`config.mk`:
```
export PLATFORM = sky130hd
export DESIGN_NAME = spin_ramp_profile_sequencer
export DESIGN_NICKNAME = d
export VERILOG_FILES = /design/src/hw/rtl/srps_pkg.sv /design/src/hw/rtl/spin_ramp_profile_sequencer.sv /design/src/hw/rtl/srps_step.sv
export SDC_FILE = /design/constraint.sdc
export NUM_CORES = 1
export LEC_CHECK = 0
export BUFFER_PORTS_ARGS = -buffer_cell sky130_fd_sc_hd__buf_2
export CELL_PAD_IN_SITES_DETAIL_PLACEMENT = 0
export CELL_PAD_IN_SITES_GLOBAL_PLACEMENT = 2
export CORE_ASPECT_RATIO = 0.9
export CORE_MARGIN = 1
export CORE_UTILIZATION = 34
export DETAILED_ROUTE_END_ITERATION = 6
export HOLD_SLACK_MARGIN = 0.15
export PLACE_DENSITY_LB_ADDON = 0.1
export RECOVER_POWER = 50
export SETUP_SLACK_MARGIN = 0.3
export SLEW_MARGIN = 20
export SYNTH_ARGS = -nofsm -noshare
export SYNTH_HDL_FRONTEND = slang
export SYNTH_SLANG_ARGS = --single-unit
```
`constraint.sdc`:
```
create_clock -name clk -period 9.34 [get_ports clk]
set_input_delay 0.934 -clock clk [delete_from_list [all_inputs] [get_ports clk]]
set_output_delay 0.934 -clock clk [all_outputs]
set_load 0.02 [all_outputs]
```
`src/hw/rtl/srps_pkg.sv`:
```
package srps_pkg;

  localparam int unsigned SpeedWidth = 13;
  localparam int unsigned ZoneWidth = 10;
  localparam int unsigned TimeWidth = 32;
  localparam int unsigned ReqSpeedWidth = 16;
  localparam int unsigned CfgIndexWidth = 1;
  localparam int unsigned CfgDataWidth = 13;

  localparam logic [ZoneWidth-1:0] DeadzoneReset = 10'd15;
  localparam logic [SpeedWidth-1:0] LimitReset = 13'd6000;

  typedef enum logic [CfgIndexWidth-1:0] {
    REG_DEADZONE = 1'b0,
    REG_LIMIT    = 1'b1
  } reg_index_t;

  typedef enum logic [1:0] {
    OP_TICK   = 2'd0,
    OP_START  = 2'd1,
    OP_STOP   = 2'd2,
    OP_MANUAL = 2'd3
  } op_t;

  typedef enum logic [1:0] {
    CMD_NONE = 2'd0,
    CMD_UP   = 2'd1,
    CMD_DOWN = 2'd2
  } cmd_t;

  typedef enum logic [2:0] {
    PH_IDLE      = 3'd0,
    PH_TO_LOW    = 3'd1,
    PH_HOLD_LOW  = 3'd2,
    PH_TO_HIGH   = 3'd3,
    PH_HOLD_HIGH = 3'd4,
    PH_FINISH    = 3'd5,
    PH_STOPPING  = 3'd6
  } phase_t;

  typedef struct packed {
    logic [1:0]                operation;
    logic [TimeWidth-1:0]      now_ms;
    logic                      coater_idle;
    logic [SpeedWidth-1:0]     measured_rpm;
    logic [ReqSpeedWidth-1:0]  manual_rpm;
    logic [ReqSpeedWidth-1:0]  low_rpm;
    logic [ReqSpeedWidth-1:0]  high_rpm;
    logic [TimeWidth-1:0]      low_hold_ms;
    logic [TimeWidth-1:0]      high_hold_ms;
  } req_t;

  typedef struct packed {
    logic [ZoneWidth-1:0]  deadzone;
    logic [SpeedWidth-1:0] limit;
  } cfg_t;

  typedef struct packed {
    phase_t                phase;
    logic [TimeWidth-1:0]  hold_start_ms;
    logic [SpeedWidth-1:0] low_rpm;
    logic [SpeedWidth-1:0] high_rpm;
    logic [TimeWidth-1:0]  low_hold;
    logic [TimeWidth-1:0]  high_hold;
  } seq_state_t;

  typedef struct packed {
    cmd_t                  ramp_command;
    logic [SpeedWidth-1:0] ramp_goal_rpm;
    logic                  target_written;
    logic [SpeedWidth-1:0] target_value;
    logic                  motor_stop;
    logic                  finish_notice;
    phase_t                phase;
  } result_t;

endpackage

```
`src/hw/rtl/spin_ramp_profile_sequencer.sv`:
```
// Motor speed profile sequencer.
// Requests enter on in_valid/in_stall, one operation each: tick, profile start,
// profile stop or manual target. Every request yields exactly one result on
// out_valid/out_stall carrying the ramp command, the manual target write, the
// stop and finish flags and the phase after the request.
// A request is captured in an input register; the sequencer logic then
// evaluates it against the stored profile state and loads the result register.
// One request is taken per cycle while the receiver does not stall. The state
// update and the result load share one clock edge, so each request sees the
// state left by the previous one.
// When the receiver stalls, the result register holds; one more request may wait
// in the input register, after which in_stall rises until the result is taken.
// The configuration registers (deadzone, speed limit) are written through
// cfg_wen/cfg_index/cfg_data and take effect at once.
// Synchronous reset empties both registers, sets the phase to idle, clears the
// stored profile and restores deadzone 15 and speed limit 6000.
module spin_ramp_profile_sequencer
  import srps_pkg::*;
(
  input  logic                     clk,
  input  logic                     rst,
  input  logic                     cfg_wen,
  input  logic [CfgIndexWidth-1:0] cfg_index,
  input  logic [CfgDataWidth-1:0]  cfg_data,
  input  logic                     in_valid,
  output logic                     in_stall,
  input  logic [1:0]               operation,
  input  logic [TimeWidth-1:0]     now_ms,
  input  logic                     coater_idle,
  input  logic [SpeedWidth-1:0]    measured_rpm,
  input  logic [ReqSpeedWidth-1:0] manual_rpm,
  input  logic [ReqSpeedWidth-1:0] low_rpm,
  input  logic [ReqSpeedWidth-1:0] high_rpm,
  input  logic [TimeWidth-1:0]     low_hold_ms,
  input  logic [TimeWidth-1:0]     high_hold_ms,
  output logic                     out_valid,
  input  logic                     out_stall,
  output logic [1:0]               ramp_command,
  output logic [SpeedWidth-1:0]    ramp_goal_rpm,
  output logic                     target_written,
  output logic [SpeedWidth-1:0]    target_value,
  output logic                     motor_stop,
  output logic                     finish_notice,
  output logic [2:0]               phase
);

  cfg_t       cfg;
  req_t       req;
  logic       in_full;
  seq_state_t state;
  seq_state_t state_next;
  result_t    result_next;
  result_t    result;
  logic       advance;
  logic       accept;

  assign advance = in_full && (!out_valid || !out_stall);
  assign in_stall = in_full && !advance;
  assign accept = in_valid && !in_stall;

  always_ff @(posedge clk) begin
    if (rst) begin
      cfg.deadzone <= DeadzoneReset;
      cfg.limit <= LimitReset;
    end else if (cfg_wen) begin
      case (reg_index_t'(cfg_index))
        REG_DEADZONE: cfg.deadzone <= cfg_data[ZoneWidth-1:0];
        REG_LIMIT:    cfg.limit <= cfg_data[SpeedWidth-1:0];
        default: begin
        end
      endcase
    end
  end

  always_ff @(posedge clk) begin
    if (rst) begin
      in_full <= 1'b0;
    end else if (accept) begin
      in_full <= 1'b1;
    end else if (advance) begin
      in_full <= 1'b0;
    end
  end

  always_ff @(posedge clk) begin
    if (accept) begin
      req.operation <= operation;
      req.now_ms <= now_ms;
      req.coater_idle <= coater_idle;
      req.measured_rpm <= measured_rpm;
      req.manual_rpm <= manual_rpm;
      req.low_rpm <= low_rpm;
      req.high_rpm <= high_rpm;
      req.low_hold_ms <= low_hold_ms;
      req.high_hold_ms <= high_hold_ms;
    end
  end

  srps_step u_step (
    .state      (state),
    .req        (req),
    .cfg        (cfg),
    .state_next (state_next),
    .result     (result_next)
  );

  // The idle phase code is zero, so clearing the whole state selects it.
  always_ff @(posedge clk) begin
    if (rst) begin
      state <= '0;
    end else if (advance) begin
      state <= state_next;
    end
  end

  always_ff @(posedge clk) begin
    if (rst) begin
      out_valid <= 1'b0;
    end else if (advance) begin
      out_valid <= 1'b1;
    end else if (!out_stall) begin
      out_valid <= 1'b0;
    end
  end

  always_ff @(posedge clk) begin
    if (advance) begin
      result <= result_next;
    end
  end

  assign ramp_command = result.ramp_command;
  assign ramp_goal_rpm = result.ramp_goal_rpm;
  assign target_written = result.target_written;
  assign target_value = result.target_value;
  assign motor_stop = result.motor_stop;
  assign finish_notice = result.finish_notice;
  assign phase = result.phase;

`ifndef SYNTH
  a_stall_only_when_full: assert property (@(posedge clk) disable iff (rst)
    in_stall |-> (in_full && out_valid && out_stall))
    else $error("input stalled without a waiting result");

  a_finish_stops: assert property (@(posedge clk) disable iff (rst)
    (out_valid && finish_notice) |-> (motor_stop && (phase == PH_IDLE)))
    else $error("finish notice without motor stop to idle");

  a_no_cmd_no_goal: assert property (@(posedge clk) disable iff (rst)
    (out_valid && (ramp_command == CMD_NONE)) |-> (ramp_goal_rpm == '0))
    else $error("ramp goal set without a ramp command");

  a_result_follows_advance: assert property (@(posedge clk) disable iff (rst)
    advance |=> out_valid)
    else $error("evaluated request produced no result");
`endif

endmodule

```
`src/hw/rtl/srps_step.sv`:
```
module srps_step
  import srps_pkg::*;
(
  input  seq_state_t state,
  input  req_t       req,
  input  cfg_t       cfg,
  output seq_state_t state_next,
  output result_t    result
);

  logic                  busy;
  logic                  hold_low_done;
  logic                  hold_high_done;
  logic [TimeWidth-1:0]  elapsed;
  logic [SpeedWidth-1:0] lo_clamp;
  logic [SpeedWidth-1:0] hi_clamp;
  logic [SpeedWidth-1:0] man_clamp;
  logic [SpeedWidth-1:0] lo_sorted;
  logic [SpeedWidth-1:0] hi_sorted;
  logic [TimeWidth-1:0]  low_hold_fix;
  logic [TimeWidth-1:0]  high_hold_fix;
  logic [SpeedWidth:0]   meas_plus_dz;
  logic [SpeedWidth:0]   target_plus_dz;

  function automatic logic [SpeedWidth-1:0] clamp_speed(
    input logic [ReqSpeedWidth-1:0] v,
    input logic [SpeedWidth-1:0]    limit
  );
    logic [SpeedWidth-1:0] r;
    if (v[ReqSpeedWidth-1]) begin
      r = '0;
    end else if (v[ReqSpeedWidth-2:0] > {2'b00, limit}) begin
      r = limit;
    end else begin
      r = v[SpeedWidth-1:0];
    end
    return r;
  endfunction

  assign busy = (state.phase == PH_TO_LOW) || (state.phase == PH_HOLD_LOW) ||
                (state.phase == PH_TO_HIGH) || (state.phase == PH_HOLD_HIGH) ||
                (state.phase == PH_FINISH) || (state.phase == PH_STOPPING);

  assign elapsed = req.now_ms - state.hold_start_ms;
  assign hold_low_done = elapsed >= state.low_hold;
  assign hold_high_done = elapsed >= state.high_hold;

  assign lo_clamp = clamp_speed(req.low_rpm, cfg.limit);
  assign hi_clamp = clamp_speed(req.high_rpm, cfg.limit);
  assign man_clamp = clamp_speed(req.manual_rpm, cfg.limit);
  assign lo_sorted = (lo_clamp > hi_clamp) ? hi_clamp : lo_clamp;
  assign hi_sorted = (lo_clamp > hi_clamp) ? lo_clamp : hi_clamp;
  assign low_hold_fix = (req.low_hold_ms == '0) ? TimeWidth'(1) : req.low_hold_ms;
  assign high_hold_fix = (req.high_hold_ms == '0) ? TimeWidth'(1) : req.high_hold_ms;

  assign meas_plus_dz = {1'b0, req.measured_rpm} + (SpeedWidth+1)'(cfg.deadzone);
  assign target_plus_dz = {1'b0, man_clamp} + (SpeedWidth+1)'(cfg.deadzone);

  always_comb begin
    state_next = state;
    case (op_t'(req.operation))
      OP_TICK: begin
        case (state.phase)
          PH_TO_LOW: begin
            if (req.coater_idle) begin
              state_next.phase = PH_HOLD_LOW;
              state_next.hold_start_ms = req.now_ms;
            end
          end
          PH_HOLD_LOW: begin
            if (hold_low_done) begin
              state_next.phase = PH_TO_HIGH;
            end
          end
          PH_TO_HIGH: begin
            if (req.coater_idle) begin
              state_next.phase = PH_HOLD_HIGH;
              state_next.hold_start_ms = req.now_ms;
            end
          end
          PH_HOLD_HIGH: begin
            if (hold_high_done) begin
              state_next.phase = PH_FINISH;
            end
          end
          PH_FINISH, PH_STOPPING: begin
            if (req.coater_idle) begin
              state_next.phase = PH_IDLE;
            end
          end
          default: begin
          end
        endcase
      end
      OP_START: begin
        if (!busy) begin
          state_next.phase = PH_TO_LOW;
          state_next.low_rpm = lo_sorted;
          state_next.high_rpm = hi_sorted;
          state_next.low_hold = low_hold_fix;
          state_next.high_hold = high_hold_fix;
        end
      end
      OP_STOP: begin
        if (busy) begin
          state_next.phase = PH_STOPPING;
        end
      end
      default: begin
      end
    endcase
  end

  always_comb begin
    result = '0;
    result.ramp_command = CMD_NONE;
    case (op_t'(req.operation))
      OP_TICK: begin
        case (state.phase)
          PH_HOLD_LOW: begin
            if (hold_low_done) begin
              result.ramp_command = CMD_UP;
              result.ramp_goal_rpm = state.high_rpm;
            end
          end
          PH_HOLD_HIGH: begin
            if (hold_high_done) begin
              result.ramp_command = CMD_DOWN;
            end
          end
          PH_FINISH: begin
            if (req.coater_idle) begin
              result.motor_stop = 1'b1;
              result.finish_notice = 1'b1;
            end
          end
          PH_STOPPING: begin
            if (req.coater_idle) begin
              result.motor_stop = 1'b1;
            end
          end
          default: begin
          end
        endcase
      end
      OP_START: begin
        if (!busy) begin
          result.ramp_command = CMD_UP;
          result.ramp_goal_rpm = lo_sorted;
        end
      end
      OP_STOP: begin
        if (busy) begin
          result.ramp_command = CMD_DOWN;
        end
      end
      default: begin
        if (!busy) begin
          result.target_written = 1'b1;
          result.target_value = man_clamp;
          if (req.coater_idle) begin
            if ({1'b0, man_clamp} > meas_plus_dz) begin
              result.ramp_command = CMD_UP;
              result.ramp_goal_rpm = man_clamp;
            end else if ({1'b0, req.measured_rpm} > target_plus_dz) begin
              result.ramp_command = CMD_DOWN;
              result.ramp_goal_rpm = man_clamp;
            end
          end
        end
      end
    endcase
    result.phase = state_next.phase;
  end

endmodule
```
-- Yosys cells after proc, flatten, opt, wreduce, memory -nomap -nowiden
Cells that the tools add are included.
- register bits after elaboration: 331
- input port bits: 179
- output and inout bits: 36
- word-level logic and storage cells: 114
- $add $sub $neg: 3
- $lt $le $gt $ge: 8
- equality and inequality tests: 11
- mux-type cells: 39
- bitwise logic cells: 2
- reductions and logical operators: 26
- operators by type and width (operator ; number):
    two-way mux 13 bit ; 9
    two-way mux 35 bit ; 2
    >= comparator 32 bit ; 2
    zero test 32 bit ; 2
    two-way mux 32 bit ; 2
    case mux 32 bit (2 select lines) ; 1
    greater-than comparator 15 x 13 -> 1 bit ; 3
    two-way mux 15 bit ; 3
    case mux 13 bit (3 select lines) ; 1
    subtractor 32 bit ; 1
    two-way mux 29 bit ; 1
    adder 13 x 10 -> 14 bit ; 2
    greater-than comparator 13 x 14 -> 1 bit ; 2
    two-way mux 14 bit ; 2
    two-way mux 3 bit ; 5
    case mux 3 bit (5 select lines) ; 1
    greater-than comparator 13 bit ; 1
    equality test 3 bit, second input constant ; 3
    case mux 3 bit (3 select lines) ; 1
    equality test 3 x 2 -> 1 bit, second input constant ; 2
    logical OR 1 bit ; 6
    two-way mux 2 bit ; 3
    case mux 2 bit (3 select lines) ; 1
    AND reduction 2 bit ; 3
    other kinds (18) ; 30

-- Logic depth before layout (Yosys ltp)
- word-level depth: 10
- mapped depth: 30

-- Hierarchy
A second synthesis with hierarchy kept.
- cells, all modules: 2126
- area total of the unflattened synthesis: 20005.4 sq um
- modules (own cells, without submodules) (module ; instances ; cells an instance ; area each (sq um) ; sequential area each (sq um)):
    spin_ramp_profile_sequencer ; 1 ; 848 ; 11093.1 ; 8828.5
    srps_step ; 1 ; 1278 ; 8912.3 ; 0.0

-- Least setup slack after synthesis
No wires, ideal clock.
- kind: input-to-reg
- start point: in out_stall
- end point: reg req[0] (netlist name)
- library setup time: 0.697 ns
- data arrival time: 8.221 ns
- required time: 8.643 ns
- path slack: 0.422 ns
- cell stages on the path: 2
- path buffers: 0
- path through: and3_1 -> nor2b_1
- word-level cells in the longest chain between the ends: 7
- RTL lines (what ; RTL line ; text):
    start: declaration ; spin_ramp_profile_sequencer.sv:37 ; input logic out_stall,
    zero test 1 bit ; n/a ;
    logical OR 1 bit ; spin_ramp_profile_sequencer.sv:57 ; assign advance = in_full && (!out_valid || !out_stall);
    logical AND 1 bit ; spin_ramp_profile_sequencer.sv:57 ;
    zero test 1 bit ; spin_ramp_profile_sequencer.sv:58 ; assign in_stall = in_full && !advance;
    logical AND 1 bit ; spin_ramp_profile_sequencer.sv:58 ;
    zero test 1 bit ; spin_ramp_profile_sequencer.sv:59 ; assign accept = in_valid && !in_stall;
    logical AND 1 bit ; spin_ramp_profile_sequencer.sv:59 ;
    via accept ; spin_ramp_profile_sequencer.sv:55 ; logic accept;
The timed path passes the listed nets, and every way through them passes these cells.
A chain may end at the register's enable or synchronous reset.

==> impl_metrics.tcl <==
set metrics [dict create \
    antennaDiodeCount 0 \
    power_frac_clock 0.436 \
    hold-path-endpoint "state[112]$_SDFFE_PP0P_" \
    synth_enable_flop_cells 194 \
    cts-root-to-sink-buffers 3 \
    post_cts_hold_buffer_count 0 \
    ffs_latches_synth 331 \
    first_global_vias 13100 \
    viasPerCell 5.10 \
    antenna_violations_before_repair 1 \
    finalSetupViolCount 0 \
    grt_first_pass_wirelength_mm 80.4 \
    initialDrtViolationCount 888 \
    cts_setup_buffers 0 \
    p_leak_nw 8.20 \
    first_pass_iters 5 \
    rows 79 \
    port_buffers 214 \
    worstSetupStartpointType "flip-flop" \
    switching_power_mw 1.05 \
    cp.required_ps 9650 \
    hold_viol 0 \
    placed_cell_area_um2 19600 \
    per_cell_routed_wire_length_um 19.7 \
    synth.yosys.warnings 0 \
    route.top_layer_used "met5" \
    nNetsFinal 2381 \
    final-max-slew-violation-count 333 \
    tritoncts "yes" \
    count_of_distinct_cell_types_in_the_synthesized_netlist 68 \
    fp.coreArea_um2 51700 \
    layout.filler_cells 5105 \
    hpwlAfterDp_mm 39.9 \
    post-route-util 0.405 \
    synthesis.area_um2 17800 \
    report.power.total_mw 3.96 \
    gp_routability_congestion 0.846 \
    detail_route.wirelength_mm 53.6 \
    failing_checks "max-capacitance violations, max-slew violations" \
    dr_wl_met3_mm 3.18 \
    min_path_type "flip-flop to flip-flop" \
    critical_path.reg2reg.endpoint "ramp_goal_rpm[9]$_DFFE_PP_" \
    worst_supply_voltage_drop_on_vdd_mv 0.156 \
    fin_tns_setup_ps 0 \
    area_delta_synth_final_pct 17.8 \
    cts.repair.resized 0 \
    share_comb_of_total_power 0.141 \
    post_route_cells_drive_above_1_share 0.136 \
    worst-path-max-fanout 28 \
    drtAntennaViolNets 0 \
    floorplan.initialDensity 0.344 \
    clock_latency_of_the_later_clocked_register_in_the_worst_skew_pair_ps 570 \
    period_needed_ps 6380 \
    mappedNetlistNets 2183 \
    fmax_mhz 157 \
    power.switching_fraction 0.265 \
    async_reset_ff_frac 0 \
    timing.critical_path.slowest_cell_delay_ps 390 \
    timing.slew.headroom -2.12 \
    wl_met1_mm 28.0 \
    status "finished, violations left" \
    syn_area_per_cell_um2 9.84 \
    die_width_um 243 \
    syn-instance-count 1808 \
    overflow 0 \
    yosysSeqAreaShare 0.482 \
    cts_made_buffers 41 \
    cp.arrival_ps 6680 \
    max_stage_delay_cell_worst_path "a221o_1" \
    num_ports 215 \
    grt_start_max_net_pins 161 \
    max-cap-violations 4 \
    reg_clk_slew_reported_paths_ps 60 \
    critPathKind "flip-flop to flip-flop" \
    setup.reg_to_reg.worst_slack_ps 2960 \
    dr_wl_met2_mm 21.4 \
    r2r-start "cfg[1]$_SDFFE_PP0P_" \
    cts.sinks 331 \
    worst_slew_pin_slew_ps 4680 \
    floorplan.die.height_um 219 \
    drc_errors 0 \
    post_synth_top_flop "edfxtp_1" \
    cts-htree-levels 2 \
    internal_power_mw 2.91 \
    timing.hold.worst.start "state[112]$_SDFFE_PP0P_" \
    power_per_cell_area_nw_per_um2 189 \
    die-area_um2 53200 \
    worst_setup_path_end_kind "flip-flop" \
    rsz0062_at_grt "no" \
    hold_depth 2 \
    layout.cell_area.non_filler_um2 20900 \
    number_of_cell_instances_on_the_worst_register_to_register_path 29 \
    fin_skew_ps 19.8 \
    cell_chosen_for_the_clock_root "clkbuf_16" \
    vias 13900 \
    seq_power_share 0.424 \
    grt.total_usage 0.200 \
    post-route-period-util 0.683 \
]
[cells in the final DEF (no fill, tap or decap), types with 7 or more instances in the layout]
cell type  instances
nand3_1           47
edfxtp_1         194
a21oi_1          192
a221o_1           12
nand3b_1          13
bufinv_16          8
nand2_1          245
buf_2            189
dfxtp_1          137
and3_1             7
o21a_1            18
o21bai_1           7
clkbuf_16         43
nor4_1            21
nor2_1           118
mux2i_1           29
nand4_1           33
nor2b_1           19
xor2_1            21
clkbuf_1          36
nand2b_1          13
o21ai_0           44
inv_1            142
a21o_1            58
xnor2_1           30
nor3_1            43
o22ai_1           27
buf_4              7
ha_1             193
a211oi_1           8
[Yosys cell counts, types with 43 or more instances]
cell type	instances	area, µm²
a21oi_1	192	961
dfxtp_1	137	2740
edfxtp_1	194	5830
nand2_1	245	920
ha_1	193	2410
nor3_1	43	215
clkbuf_1	57	214
a21o_1	58	435
o21ai_0	44	220
nor2_1	119	447
inv_1	142	533
nand3_1	48	240
[registers in the layout, indices dropped and copies added (netlist names)]
register	count
state	112
finish_notice	1
phase	3
target_written	1
cfg	23
out_valid	1
motor_stop	1
target_value	13
ramp_goal_rpm	13
in_full	1
req	160
ramp_command	2
[worst max path at each step]
stage                              startpoint                          to
after floorplan                     out_stall            req[0]$_DFFE_PP_
after global placement    cfg[1]$_SDFFE_PP0P_  ramp_goal_rpm[0]$_DFFE_PP_
after detailed placement  cfg[1]$_SDFFE_PP0P_  ramp_goal_rpm[0]$_DFFE_PP_
after CTS                 cfg[1]$_SDFFE_PP0P_  ramp_goal_rpm[9]$_DFFE_PP_
after global routing      cfg[1]$_SDFFE_PP0P_  ramp_goal_rpm[8]$_DFFE_PP_
final                     cfg[1]$_SDFFE_PP0P_  ramp_goal_rpm[9]$_DFFE_PP_
[through the flow]
| step | hold WS, ps | worst slack (ps) | cells |
|---|---|---|---|
| finish | 449 | 2960 | 2727 |
| global route | 465 | 2500 | 2727 |
| CTS | 453 | 2970 | 2727 |
| detailed placement | 445 | 3000 | 2651 |
| global placement | 438 | 3060 | 2651 |
| floorplan | 432 | 422 | 1808 |
[power groups by stage]
| stage | logic (mW) | clock network [mW] | registers (mW) |
|---|---|---|---|
| 2_1_floorplan | 0.366 | 0 | 1.69 |
| 3_3_place_gp | 0.559 | 0 | 1.70 |
| 3_5_place_dp | 0.561 | 0 | 1.70 |
| 4_1_cts | 0.565 | 1.78 | 1.67 |
| 5_1_grt | 0.627 | 1.83 | 1.68 |
| 6_report | 0.557 | 1.73 | 1.68 |
[cells by family after synthesis]
logic type,share of synthesized area
compound gates,0.143
xor+xnor,0.0251
fa+ha+maj,0.139
buf+inv,0.0455
flops,0.482
mux,0.0170
simple gates,0.148
[layer usage]
layer,up-vias,global-route usage
met4,2,0.0530
met5,-,0
met2,370,0.281
met3,58,0.0350
li1,6878,-
met1,6603,0.310
[cell type report]
type,instances,area (µm²),area share
multi-input combinational,1266,8430,0.403
sequential,331,8570,0.409
clock inverter,24,333,0.0159
tap,688,861,0.0411
timing repair buffer,224,1100,0.0528
inverter,142,533,0.0255
clock buffer,52,1110,0.0530
[worst max-delay path, delay by kind of cell (launching register included)]
kind / cells / cell delay (ps)
XOR/XNOR: 1 / 170
AO/OA/AOI/OAI: 16 / 3180
flip-flops: 1 / 370
adder cells (fa/ha/maj): 3 / 950
buffers and inverters: 2 / 420
AND/OR/NAND/NOR: 7 / 1040
No activity file was read; power rests on OpenSTA's default activity.
